### config.mk
export PLATFORM = sky130hd
export DESIGN_NAME = per_source_connection_limit_table_unit
export DESIGN_NICKNAME = d
export VERILOG_FILES = /design/src/sv/psclt_pkg.sv /design/src/sv/per_source_connection_limit_table_unit.sv
export VERILOG_INCLUDE_DIRS = /design/src /design/src/sv
export SDC_FILE = /design/constraint.sdc
export NUM_CORES = 2
export LEC_CHECK = 0
export BUFFER_PORTS_ARGS = -buffer_cell sky130_fd_sc_hd__buf_4
export CAP_MARGIN = 20
export CORE_MARGIN = 5
export CORE_UTILIZATION = 54
export CTS_CLUSTER_SIZE = 8
export DETAILED_ROUTE_END_ITERATION = 8
export PLACE_DENSITY = 0.71
export SETUP_SLACK_MARGIN = 0.1
export SLEW_MARGIN = 20
export SYNTH_ARGS = -nofsm -noshare
export SYNTH_HDL_FRONTEND = slang
export SYNTH_SLANG_ARGS = --single-unit
### constraint.sdc
create_clock -name clock -period 10.86 [get_ports clock]
set_input_delay 1.629 -clock clock [delete_from_list [all_inputs] [get_ports clock]]
set_output_delay 1.629 -clock clock [all_outputs]
set_load 0.05 [all_outputs]
### src/sv/per_source_connection_limit_table_unit_defines.svh
// Assertion macros shared by the connection limit table RTL.
`ifndef PER_SOURCE_CONNECTION_LIMIT_TABLE_UNIT_DEFINES_SVH
`define PER_SOURCE_CONNECTION_LIMIT_TABLE_UNIT_DEFINES_SVH
`ifndef SYNTHESIS
`define PSCLT_ASSERT_IMPLY(label, clk, rst, ante, cons, msg) \
   label: assert property (@(posedge clk) disable iff (rst) (ante) |-> (cons)) \
      else $error(msg);
`define PSCLT_ASSERT_NEXT(label, clk, rst, ante, cons, msg) \
   label: assert property (@(posedge clk) disable iff (rst) (ante) |=> (cons)) \
      else $error(msg);
`else
`define PSCLT_ASSERT_IMPLY(label, clk, rst, ante, cons, msg)
`define PSCLT_ASSERT_NEXT(label, clk, rst, ante, cons, msg)
`endif
`endif

### src/sv/psclt_pkg.sv
// Shared types and constants of the per-source connection limit table.
package psclt_pkg;

   localparam int DEFAULT_TABLE_ENTRIES = 64;
   localparam int DEFAULT_COUNT_BITS    = 16;
   localparam int ADDR_BITS             = 32;
   localparam int SHOWN_BITS            = 16;
   localparam int LIMIT_BITS            = 16;

   typedef logic [1:0]            cmd_type;
   typedef logic [ADDR_BITS-1:0]  addr_type;
   typedef logic [SHOWN_BITS-1:0] shown_type;
   typedef logic [LIMIT_BITS-1:0] limit_type;

   localparam cmd_type CMD_OPEN   = 2'd0;
   localparam cmd_type CMD_CLOSE  = 2'd1;
   localparam cmd_type CMD_CHECK  = 2'd2;
   localparam cmd_type CMD_UNUSED = 2'd3;

endpackage

### src/sv/per_source_connection_limit_table_unit.sv
// Each accepted word is scanned against every table entry before its result word is registered and presented.
// A new word is stalled until the result of the previous one is registered; each event scans every table entry
// through the single read port of the entry memory, then writes the entry back when the command changes it.
// Reset: synchronous; a clearing pass over every table entry follows, during which
// no request word is taken (limit register writes are still accepted).
`include "per_source_connection_limit_table_unit_defines.svh"

module per_source_connection_limit_table_unit #(
   parameter int TABLE_ENTRIES = psclt_pkg::DEFAULT_TABLE_ENTRIES,
   parameter int COUNT_BITS    = psclt_pkg::DEFAULT_COUNT_BITS
) (
   input  logic                  clock,
   input  logic                  reset,
   input  logic                  req_valid,
   output logic                  req_stall,
   input  psclt_pkg::cmd_type    req_command,
   input  psclt_pkg::addr_type   req_remote_address,
   input  logic                  req_rule_matches,
   input  logic                  req_outer_accepted,
   output logic                  rsp_valid,
   input  logic                  rsp_stall,
   output logic                  rsp_reject,
   output logic                  rsp_found,
   output psclt_pkg::shown_type  rsp_current_count,
   output logic                  rsp_table_full,
   input  logic                  csr_valid,
   output logic                  csr_ready,
   input  psclt_pkg::limit_type  csr_max_connections
);
   import psclt_pkg::*;

   localparam int IDX_W   = (TABLE_ENTRIES > 1) ? $clog2(TABLE_ENTRIES) : 1;
   localparam int ENTRY_W = 1 + ADDR_BITS + COUNT_BITS;
   localparam int CMP_W   = (COUNT_BITS > LIMIT_BITS) ? COUNT_BITS : LIMIT_BITS;
   localparam logic [IDX_W:0] NUM_ENTRIES = (IDX_W+1)'(TABLE_ENTRIES);
   localparam logic [IDX_W:0] LAST_ENTRY  = (IDX_W+1)'(TABLE_ENTRIES - 1);
   localparam logic [COUNT_BITS-1:0] COUNT_MAX = {COUNT_BITS{1'b1}};
   localparam logic [CMP_W-1:0] SHOWN_MAX = CMP_W'({SHOWN_BITS{1'b1}});

   localparam logic [1:0] ST_CLEAR = 2'd0;
   localparam logic [1:0] ST_IDLE  = 2'd1;
   localparam logic [1:0] ST_SCAN  = 2'd2;
   localparam logic [1:0] ST_DONE  = 2'd3;

   // Entry word layout: valid at the top, then address, then count.
   logic [ENTRY_W-1:0] mem [TABLE_ENTRIES];
   logic [ENTRY_W-1:0] rd_data_ff;
   logic [IDX_W-1:0]   rd_addr;
   logic               mem_we;
   logic [IDX_W-1:0]   mem_waddr;
   logic [ENTRY_W-1:0] mem_wdata;

   logic [1:0]       state_ff, state_in;
   logic [IDX_W:0]   issue_ff, issue_in;
   logic             rd_pend_ff, rd_pend_in;
   logic [IDX_W-1:0] rd_idx_ff, rd_idx_in;

   logic             hit_ff, hit_in;
   logic [IDX_W-1:0] hit_idx_ff, hit_idx_in;
   logic [COUNT_BITS-1:0] hit_cnt_ff, hit_cnt_in;
   logic             free_ff, free_in;
   logic [IDX_W-1:0] free_idx_ff, free_idx_in;

   cmd_type   cmd_ff;
   addr_type  addr_ff;
   logic      match_ff;
   logic      acc_ff;
   limit_type limit_ff;

   logic      rsp_valid_ff, rsp_valid_in;
   logic      rsp_reject_ff, rsp_found_ff, rsp_full_ff;
   shown_type rsp_count_ff;

   logic      req_fire;
   logic      done_fire;
   logic      rd_valid_bit;
   addr_type  rd_address;
   logic [COUNT_BITS-1:0] rd_count;

   logic                  res_reject, res_found, res_full, res_write, res_keep;
   logic [IDX_W-1:0]      res_slot;
   logic [COUNT_BITS-1:0] base_cnt, new_cnt;
   logic [CMP_W-1:0]      cnt_wide;
   shown_type             res_shown;

   assign req_stall = (state_ff != ST_IDLE);
   assign req_fire  = req_valid && !req_stall;
   assign csr_ready = 1'b1;
   assign done_fire = (state_ff == ST_DONE) && (!rsp_valid_ff || !rsp_stall);

   assign rd_valid_bit = rd_data_ff[ENTRY_W-1];
   assign rd_address   = rd_data_ff[ENTRY_W-2 -: ADDR_BITS];
   assign rd_count     = rd_data_ff[COUNT_BITS-1:0];
   assign rd_addr      = (issue_ff < NUM_ENTRIES) ? issue_ff[IDX_W-1:0] : '0;

   // Result of the event once the scan has seen every entry.
   always_comb begin
      res_reject = 1'b0;
      res_found  = 1'b0;
      res_full   = 1'b0;
      res_write  = 1'b0;
      res_keep   = 1'b1;
      res_slot   = hit_idx_ff;
      base_cnt   = hit_cnt_ff;
      new_cnt    = '0;
      case (cmd_ff)
         CMD_OPEN: begin
            if (match_ff && !hit_ff) begin
               res_slot = free_idx_ff;
               base_cnt = '0;
            end
            if (hit_ff || (match_ff && free_ff)) begin
               res_found = 1'b1;
               new_cnt   = base_cnt;
               if (match_ff) begin
                  res_write = 1'b1;
                  if (acc_ff && (base_cnt != COUNT_MAX)) begin
                     new_cnt = base_cnt + 1'b1;
                  end
               end
            end
            res_full = match_ff && !hit_ff && !free_ff;
         end
         CMD_CLOSE: begin
            if (hit_ff) begin
               res_found = 1'b1;
               res_write = 1'b1;
               new_cnt   = (hit_cnt_ff != '0) ? hit_cnt_ff - 1'b1 : hit_cnt_ff;
               res_keep  = (new_cnt != '0);
            end
         end
         CMD_CHECK: begin
            if (hit_ff) begin
               res_found  = 1'b1;
               new_cnt    = hit_cnt_ff;
               res_reject = (CMP_W'(hit_cnt_ff) >= CMP_W'(limit_ff));
            end
         end
         default: begin
         end
      endcase
      cnt_wide  = CMP_W'(new_cnt);
      res_shown = (cnt_wide > SHOWN_MAX) ? SHOWN_MAX[SHOWN_BITS-1:0]
                                         : cnt_wide[SHOWN_BITS-1:0];
   end

   always_comb begin
      mem_we    = 1'b0;
      mem_waddr = res_slot;
      mem_wdata = {res_keep, addr_ff, new_cnt};
      if (state_ff == ST_CLEAR) begin
         mem_we    = 1'b1;
         mem_waddr = issue_ff[IDX_W-1:0];
         mem_wdata = '0;
      end else if (done_fire && res_write) begin
         mem_we = 1'b1;
      end
   end

   always_comb begin
      state_in    = state_ff;
      issue_in    = issue_ff;
      rd_pend_in  = 1'b0;
      rd_idx_in   = rd_idx_ff;
      hit_in      = hit_ff;
      hit_idx_in  = hit_idx_ff;
      hit_cnt_in  = hit_cnt_ff;
      free_in     = free_ff;
      free_idx_in = free_idx_ff;
      unique case (state_ff)
         ST_CLEAR: begin
            issue_in = issue_ff + 1'b1;
            if (issue_ff == LAST_ENTRY) begin
               state_in = ST_IDLE;
            end
         end
         ST_IDLE: begin
            if (req_fire) begin
               state_in = ST_SCAN;
               issue_in = '0;
               hit_in   = 1'b0;
               free_in  = 1'b0;
            end
         end
         ST_SCAN: begin
            if (issue_ff < NUM_ENTRIES) begin
               issue_in   = issue_ff + 1'b1;
               rd_pend_in = 1'b1;
               rd_idx_in  = issue_ff[IDX_W-1:0];
            end
            if (rd_pend_ff) begin
               // Addresses are unique among valid entries, so the first hit is the only one.
               if (rd_valid_bit && (rd_address == addr_ff) && !hit_ff) begin
                  hit_in     = 1'b1;
                  hit_idx_in = rd_idx_ff;
                  hit_cnt_in = rd_count;
               end
               if (!rd_valid_bit && !free_ff) begin
                  free_in     = 1'b1;
                  free_idx_in = rd_idx_ff;
               end
               if (rd_idx_ff == LAST_ENTRY[IDX_W-1:0]) begin
                  state_in = ST_DONE;
               end
            end
         end
         ST_DONE: begin
            if (done_fire) begin
               state_in = ST_IDLE;
            end
         end
         default: begin
            state_in = ST_IDLE;
         end
      endcase
   end

   always_comb begin
      rsp_valid_in = rsp_valid_ff;
      if (done_fire) begin
         rsp_valid_in = 1'b1;
      end else if (!rsp_stall) begin
         rsp_valid_in = 1'b0;
      end
   end

   always_ff @(posedge clock) begin
      if (mem_we) begin
         mem[mem_waddr] <= mem_wdata;
      end
      rd_data_ff <= mem[rd_addr];
   end

   always_ff @(posedge clock) begin
      if (reset) begin
         state_ff     <= ST_CLEAR;
         issue_ff     <= '0;
         rd_pend_ff   <= 1'b0;
         hit_ff       <= 1'b0;
         free_ff      <= 1'b0;
         rsp_valid_ff <= 1'b0;
         limit_ff     <= '0;
      end else begin
         state_ff     <= state_in;
         issue_ff     <= issue_in;
         rd_pend_ff   <= rd_pend_in;
         hit_ff       <= hit_in;
         free_ff      <= free_in;
         rsp_valid_ff <= rsp_valid_in;
         if (csr_valid && csr_ready) begin
            limit_ff <= csr_max_connections;
         end
      end
   end

   always_ff @(posedge clock) begin
      rd_idx_ff   <= rd_idx_in;
      hit_idx_ff  <= hit_idx_in;
      hit_cnt_ff  <= hit_cnt_in;
      free_idx_ff <= free_idx_in;
      if (req_fire) begin
         cmd_ff   <= req_command;
         addr_ff  <= req_remote_address;
         match_ff <= req_rule_matches;
         acc_ff   <= req_outer_accepted;
      end
      if (done_fire) begin
         rsp_reject_ff <= res_reject;
         rsp_found_ff  <= res_found;
         rsp_count_ff  <= res_shown;
         rsp_full_ff   <= res_full;
      end
   end

   assign rsp_valid         = rsp_valid_ff;
   assign rsp_reject        = rsp_reject_ff;
   assign rsp_found         = rsp_found_ff;
   assign rsp_current_count = rsp_count_ff;
   assign rsp_table_full    = rsp_full_ff;

   `PSCLT_ASSERT_IMPLY(a_full_not_found, clock, reset, rsp_valid_ff, !(rsp_full_ff && rsp_found_ff), "table full reported together with a found entry")
   `PSCLT_ASSERT_IMPLY(a_reject_needs_found, clock, reset, rsp_valid_ff && rsp_reject_ff, rsp_found_ff, "reject reported without a found entry")
   `PSCLT_ASSERT_NEXT(a_done_exit, clock, reset, state_ff == ST_DONE, (state_ff == ST_DONE) || (state_ff == ST_IDLE), "unexpected state after result stage")
   `PSCLT_ASSERT_IMPLY(a_hit_free_distinct, clock, reset, hit_ff && free_ff, hit_idx_ff != free_idx_ff, "hit and free slot share an index")

endmodule
* Word level (Yosys, flattened, before mapping)
Memory sizes are Yosys's and may differ from the RTL's. A register that Yosys moved wholly into a read port is not among the register bits. Index checks and enable logic that the tools add are counted.
Word-level totals: latch bits 0, RAM bits 3136, input bits 57, memories 1, bits in registers 118, word-level logic and storage cells 125, memory bits (read-only) 0
Operators by class: bitwise operators 1, magnitude comparators 3, add/sub/neg operators 3, shift operators 0, reductions and logical operators 34, muxes and demuxes 45, div/mod/pow operators 0, multipliers 0, eq/ne operators 19
Memory list:
- mem | depth 64, width 49, read ports 1, clocked after Yosys merged registers in 1, write ports 1, RTL line per_source_connection_limit_table_unit.sv:46 | logic [ENTRY_W-1:0] mem [TABLE_ENTRIES];
Operator list (number):
- $mux 16 | 8
- $mux 49 | 1
- $pmux 16 s3 | 1
- $eq 32x32->1 | 1
- $reduce_bool 16->1 | 2
- $mux 6 | 4
- $pmux 7 s3 | 1
- $mux 1 | 18
- $add 16x1->16 const B | 1
- $ge 16x16->1 | 1
- $gt 16x16->1 const B | 1
- $ne 16x16->1 const B | 1
- $sub 16x1->16 const B | 1
- $mux 7 | 2
- $ne 2x2->1 const B | 7
- $logic_and 1x1->1 | 10
- $mux 2 | 5
- $reduce_and 3->1 | 3
- $pmux 1 s2 | 4
- $pmux 2 s4 | 1
- $reduce_and 4->1 | 2
- $add 7x1->7 const B | 1
- $eq 7x6->1 const B | 1
- $lt 7x7->1 const B | 1
- other kinds (13) | 27

* Depth between registers and ports, before layout
depth in word-level cells 11, depth in mapped cells 12, mapped depth without buffers 9

* Worst setup path after synthesis
OpenSTA, ideal clock, no wires.
path kind input to register, from input port rsp_stall, to memory mem[62][0] (netlist bit), enable pin, library setup time 456 ps, arrival 6286 ps, required time 10404 ps, path slack 4118 ps, path buffers 0, stages 6, path through a21boi_0 -> nand2_1 -> or3b_1 -> mux2i_1 -> nand3_1 -> nor2_1
Between the ends: cells in the longest elaborated chain, start to end 8
RTL lines:
- start: declaration | RTL line per_source_connection_limit_table_unit.sv:21 | input logic rsp_stall,
- $logic_not 1->1
- $logic_or 1x1->1 | RTL line per_source_connection_limit_table_unit.sv:89 | assign done_fire = (state_ff == ST_DONE) && (!rsp_valid_ff || !rsp_stall);
- $logic_and 1x1->1 | RTL line per_source_connection_limit_table_unit.sv:89
- $logic_and 1x1->1 | RTL line per_source_connection_limit_table_unit.sv:155 | end else if (done_fire && res_write) begin
- $mux 1 | RTL line per_source_connection_limit_table_unit.sv:155
- $mux 1 | RTL line per_source_connection_limit_table_unit.sv:151 | if (state_ff == ST_CLEAR) begin
- $mux 1 | RTL line per_source_connection_limit_table_unit.sv:228 | if (mem_we) begin
- $mux 1 (not written as such) | RTL line per_source_connection_limit_table_unit.sv:229 | mem[mem_waddr] <= mem_wdata;
- end: declaration | RTL line per_source_connection_limit_table_unit.sv:46
No other way between the ends.

* Worst setup path in the final report
from register state_ff[0], to memory mem[5][17] (netlist bit), enable pin
Between the ends: cells in the longest elaborated chain, start to end 7
RTL lines:
- start: declaration | RTL line per_source_connection_limit_table_unit.sv:53 | logic [1:0] state_ff, state_in;
- start signal: assignment | RTL line per_source_connection_limit_table_unit.sv:244 | state_ff <= state_in;
- $eq 2x2->1 | RTL line per_source_connection_limit_table_unit.sv:89
- $logic_and 1x1->1 | RTL line per_source_connection_limit_table_unit.sv:89
- via done_fire | RTL line per_source_connection_limit_table_unit.sv:75 | logic done_fire;
- $logic_and 1x1->1 | RTL line per_source_connection_limit_table_unit.sv:155
- $mux 1 | RTL line per_source_connection_limit_table_unit.sv:155
- $mux 1 | RTL line per_source_connection_limit_table_unit.sv:151
- $mux 1 | RTL line per_source_connection_limit_table_unit.sv:228
- $mux 1 (not written as such) | RTL line per_source_connection_limit_table_unit.sv:229
The timed path passes the listed nets, and every way through them passes these cells.

==> impl_summary.log <==
INFO  metric run_status = finished, final reports clean
INFO  metric wl_per_cell = 31.9 um
INFO  metric r2r.worst_path.cells = 8
INFO  metric max-vdd-ir-drop = 145 uV
INFO  metric power_density = 191 nW/um^2
INFO  metric vias = 77177
INFO  metric most_common_cell_after_layout_fill_and_taps_aside = sky130_fd_sc_hd__edfxtp_1
INFO  metric drv.max_cap_violation_count = 0
INFO  metric hold_end = hit_cnt_ff[1]
INFO  metric synthDistinctLibCells = 72
INFO  metric path_class = reg -> reg
INFO  metric clkTransAtPathRegs = 50 ps
INFO  metric max_freq = 168 MHz
INFO  metric syn_area = 130000 sq um
INFO  metric final_max_slew_viol_count = 0
INFO  metric io_buffers = 77
INFO  metric clock_path_buffers = 4
INFO  metric crit_arrival = 6560 ps
INFO  metric gpl.final_weighted_congestion = 0.879
INFO  metric crit_path_max_fanout = 28
INFO  metric critical_path.reg2reg.startpoint = state_ff[0]
INFO  metric finalHoldViolations = 0
INFO  metric antenna_found_initial = 28
INFO  metric period_needed = 5960 ps
INFO  metric timing_worst_slew_pin_value = 1140 ps
INFO  metric drt_first_iter_violations = 10404
INFO  metric layout-drive-gt1-share = 0.110
INFO  metric drt_wl_total = 366000 um
INFO  metric syn_to_layout_area_delta = 13.3%
INFO  metric fp-row-count = 180
INFO  metric yosys.area.top_type_share = 0.743
INFO  metric ff2ff_setup_slack = 4900 ps
INFO  metric post-layout-total-power = 28.2 mW
INFO  metric cts_made_buffers = 464
INFO  metric cts_tree = built
INFO  metric holdPathStages = 0
INFO  metric postSynthCellCount = 7932
INFO  metric power_leakage = 48.6 nW
INFO  metric count_of_fill_cells_added_during_filler_insertion = 16713
INFO  metric setup.worst_path.start_class = flop
INFO  metric relSlewSlack = 0.230
INFO  metric synth-main-ff-cell = sky130_fd_sc_hd__edfxtp_1
INFO  metric fp.dieArea = 251000 sq um
INFO  metric final_cell_mix = sky130_fd_sc_hd__edfxtp_1, sky130_fd_sc_hd__mux2i_1, sky130_fd_sc_hd__clkbuf_16
INFO  metric floorplan.die.height = 501 um
INFO  metric coreArea = 240000 sq um
INFO  metric worst_clock_skew = 87.8 ps
INFO  metric ys_top_cells_by_area = sky130_fd_sc_hd__edfxtp_1, sky130_fd_sc_hd__mux2i_1, sky130_fd_sc_hd__o221ai_1
INFO  metric timing.final.setup_violations = 0
INFO  metric reg2reg_to = mem[5][17]
INFO  metric cts_htree_levels = 5
INFO  metric grtUsageTotal = 0.285
INFO  metric final.period_utilization = 0.549
INFO  metric critical_path_endpoint_category = flop
INFO  metric post_cts.resized_instances = 0
INFO  metric ys_seq_area_frac = 0.755
INFO  metric hold_start = rd_data_ff[1]
INFO  metric clk_root_buffer_cell = sky130_fd_sc_hd__clkbuf_16
INFO  metric synth_edf_count = 3225
INFO  metric worst-endpoint-required = 11460 ps
INFO  metric drc = 0
INFO  metric synth_warnings = 0
INFO  metric post_drt_via_cell_ratio = 6.74
INFO  metric die_w = 501 um
INFO  metric floorplan.io_pins = 79
INFO  metric number_of_global_route_vias_before_repair = 74953
INFO  metric post_cts_buffers = 0
INFO  metric synth.net_count = 8017
INFO  metric post-synth-top-area-cell = sky130_fd_sc_hd__edfxtp_1
INFO  metric drt_first_pass_iters = 7
INFO  metric grt_pass1_wl = 524000 um
INFO  metric initial_utilization = 0.542
INFO  metric hpwl = 206000 um
INFO  metric tritoncts_num_sinks = 3303
INFO  metric postCtsHoldBufs = 0
INFO  metric timing.hold.worst.class = reg -> reg
INFO  metric antenna_violating_nets_post_route = 0
INFO  metric grt_remaining_overflow = 0
INFO  metric rsz_0062_raised_after_global_routing = false
INFO  metric tns_setup = 0 ps
INFO  metric async_reset_ff_frac = 0
INFO  metric synth-seq-cells = 3303
INFO  metric clk-insertion-delay-late = 1010 ps
INFO  metric layout_net_count = 8149
INFO  metric avgSynthCellArea = 16.4 sq um
INFO  metric grt_max_degree = 162
worst max path at each step:
stage | endpoint | cells after the start | from
after floorplan | mem[62][0] | 6 | rsp_stall
after global placement | mem[5][16] | 7 | rsp_stall
after detailed placement | mem[5][16] | 7 | rsp_stall
after CTS | mem[5][33] | 7 | state_ff[0]
after global routing | mem[5][33] | 8 | state_ff[0]
final | mem[5][17] | 8 | state_ff[0]
where the power goes:
part / internal (mW) / leakage (nW) / switching [mW]
registers: 13.9 / 32.6 / 0.0743
clock network: 7.77 / 6.10 / 4.96
logic: 0.492 / 9.84 / 0.970
total: 22.2 / 48.6 / 6.00
logic make-up after synthesis:
family	count (synthesis)	share of synthesized area
compound gates	2295	0.128
xor+xnor	36	0.00242
fa+ha+maj	28	0.00269
buf+inv	838	0.0268
flops	3303	0.755
mux	803	0.0618
other cells	1	0.0000288
simple gates	628	0.0236
synth_stat cells, types with 16 or more instances:
| cell | number |
|---|---|
| sky130_fd_sc_hd__o221ai_1 | 389 |
| sky130_fd_sc_hd__nor4_1 | 24 |
| sky130_fd_sc_hd__o21a_1 | 199 |
| sky130_fd_sc_hd__ha_1 | 28 |
| sky130_fd_sc_hd__buf_2 | 171 |
| sky130_fd_sc_hd__mux2i_1 | 802 |
| sky130_fd_sc_hd__buf_1 | 46 |
| sky130_fd_sc_hd__xor2_1 | 34 |
| sky130_fd_sc_hd__o21ai_1 | 75 |
| sky130_fd_sc_hd__a21oi_1 | 229 |
| sky130_fd_sc_hd__or4_1 | 51 |
| sky130_fd_sc_hd__nand2_1 | 47 |
| sky130_fd_sc_hd__a22o_1 | 96 |
| sky130_fd_sc_hd__nor3_1 | 24 |
| sky130_fd_sc_hd__a221oi_1 | 199 |
| sky130_fd_sc_hd__nor2b_1 | 46 |
| sky130_fd_sc_hd__a2bb2oi_1 | 192 |
| sky130_fd_sc_hd__nor2_1 | 331 |
| sky130_fd_sc_hd__dfxtp_1 | 78 |
| sky130_fd_sc_hd__nand4_1 | 16 |
| sky130_fd_sc_hd__o22a_1 | 195 |
| sky130_fd_sc_hd__inv_1 | 225 |
| sky130_fd_sc_hd__clkbuf_1 | 372 |
| sky130_fd_sc_hd__o22ai_1 | 300 |
| sky130_fd_sc_hd__o21ai_0 | 338 |
| sky130_fd_sc_hd__nand3_1 | 21 |
| sky130_fd_sc_hd__edfxtp_1 | 3225 |
metal layers:
layer	GRT usage	up-vias	wire, um
met4	0.150	22	21300
met5	0	-	155
met1	0.380	39084	135000
met3	0.0616	919	38100
li1	-	32377	-
met2	0.445	4775	171000
flip-flops by register name, indices dropped and copies added, names as in the netlist, 2 cells and up:
register,flops
mem,3136
state_ff,2
limit_ff,16
hit_cnt_ff,16
hit_idx_ff,6
addr_ff,32
issue_ff,7
cmd_ff,2
rsp_current_count,16
rd_idx_ff,6
free_idx_ff,6
rd_data_ff,49
final cells by class:
class | instances | area (sq um) | area share
Sequential cell | 3303 | 98400 | 0.666
Clock buffer | 642 | 12400 | 0.0840
Antenna cell | 17 | 42.5 | 0.000288
Tap cell | 3185 | 3990 | 0.0270
Multi-Input combinational cell | 3791 | 29400 | 0.199
Clock inverter | 13 | 235 | 0.00159
Timing Repair Buffer | 278 | 2350 | 0.0159
Inverter | 226 | 861 | 0.00583
worst max-delay path, stage by stage, from the launching register on:
cell	delay (ps)
sky130_fd_sc_hd__dfxtp_1	420
sky130_fd_sc_hd__ha_1	380
sky130_fd_sc_hd__a21boi_2	870
sky130_fd_sc_hd__nand2_1	400
sky130_fd_sc_hd__o41ai_1	1010
sky130_fd_sc_hd__nand3b_1	820
sky130_fd_sc_hd__nor2_4	810
sky130_fd_sc_hd__buf_16	240
sky130_fd_sc_hd__buf_4	570
through the flow:
step                area, sq um  instances  hold slack (ps)  setup WS, ps  utilization
global route             148000      11439              403          4680        0.614
global placement         135000      10778              389          3980        0.561
CTS                      148000      11435              394          4810        0.614
detailed placement       135000      10780              389          3900        0.562
finish                   148000      11455              399          4900        0.615
floorplan                130000       7932              386          4120            -
Note: power is estimated with default switching activity, not from simulation.
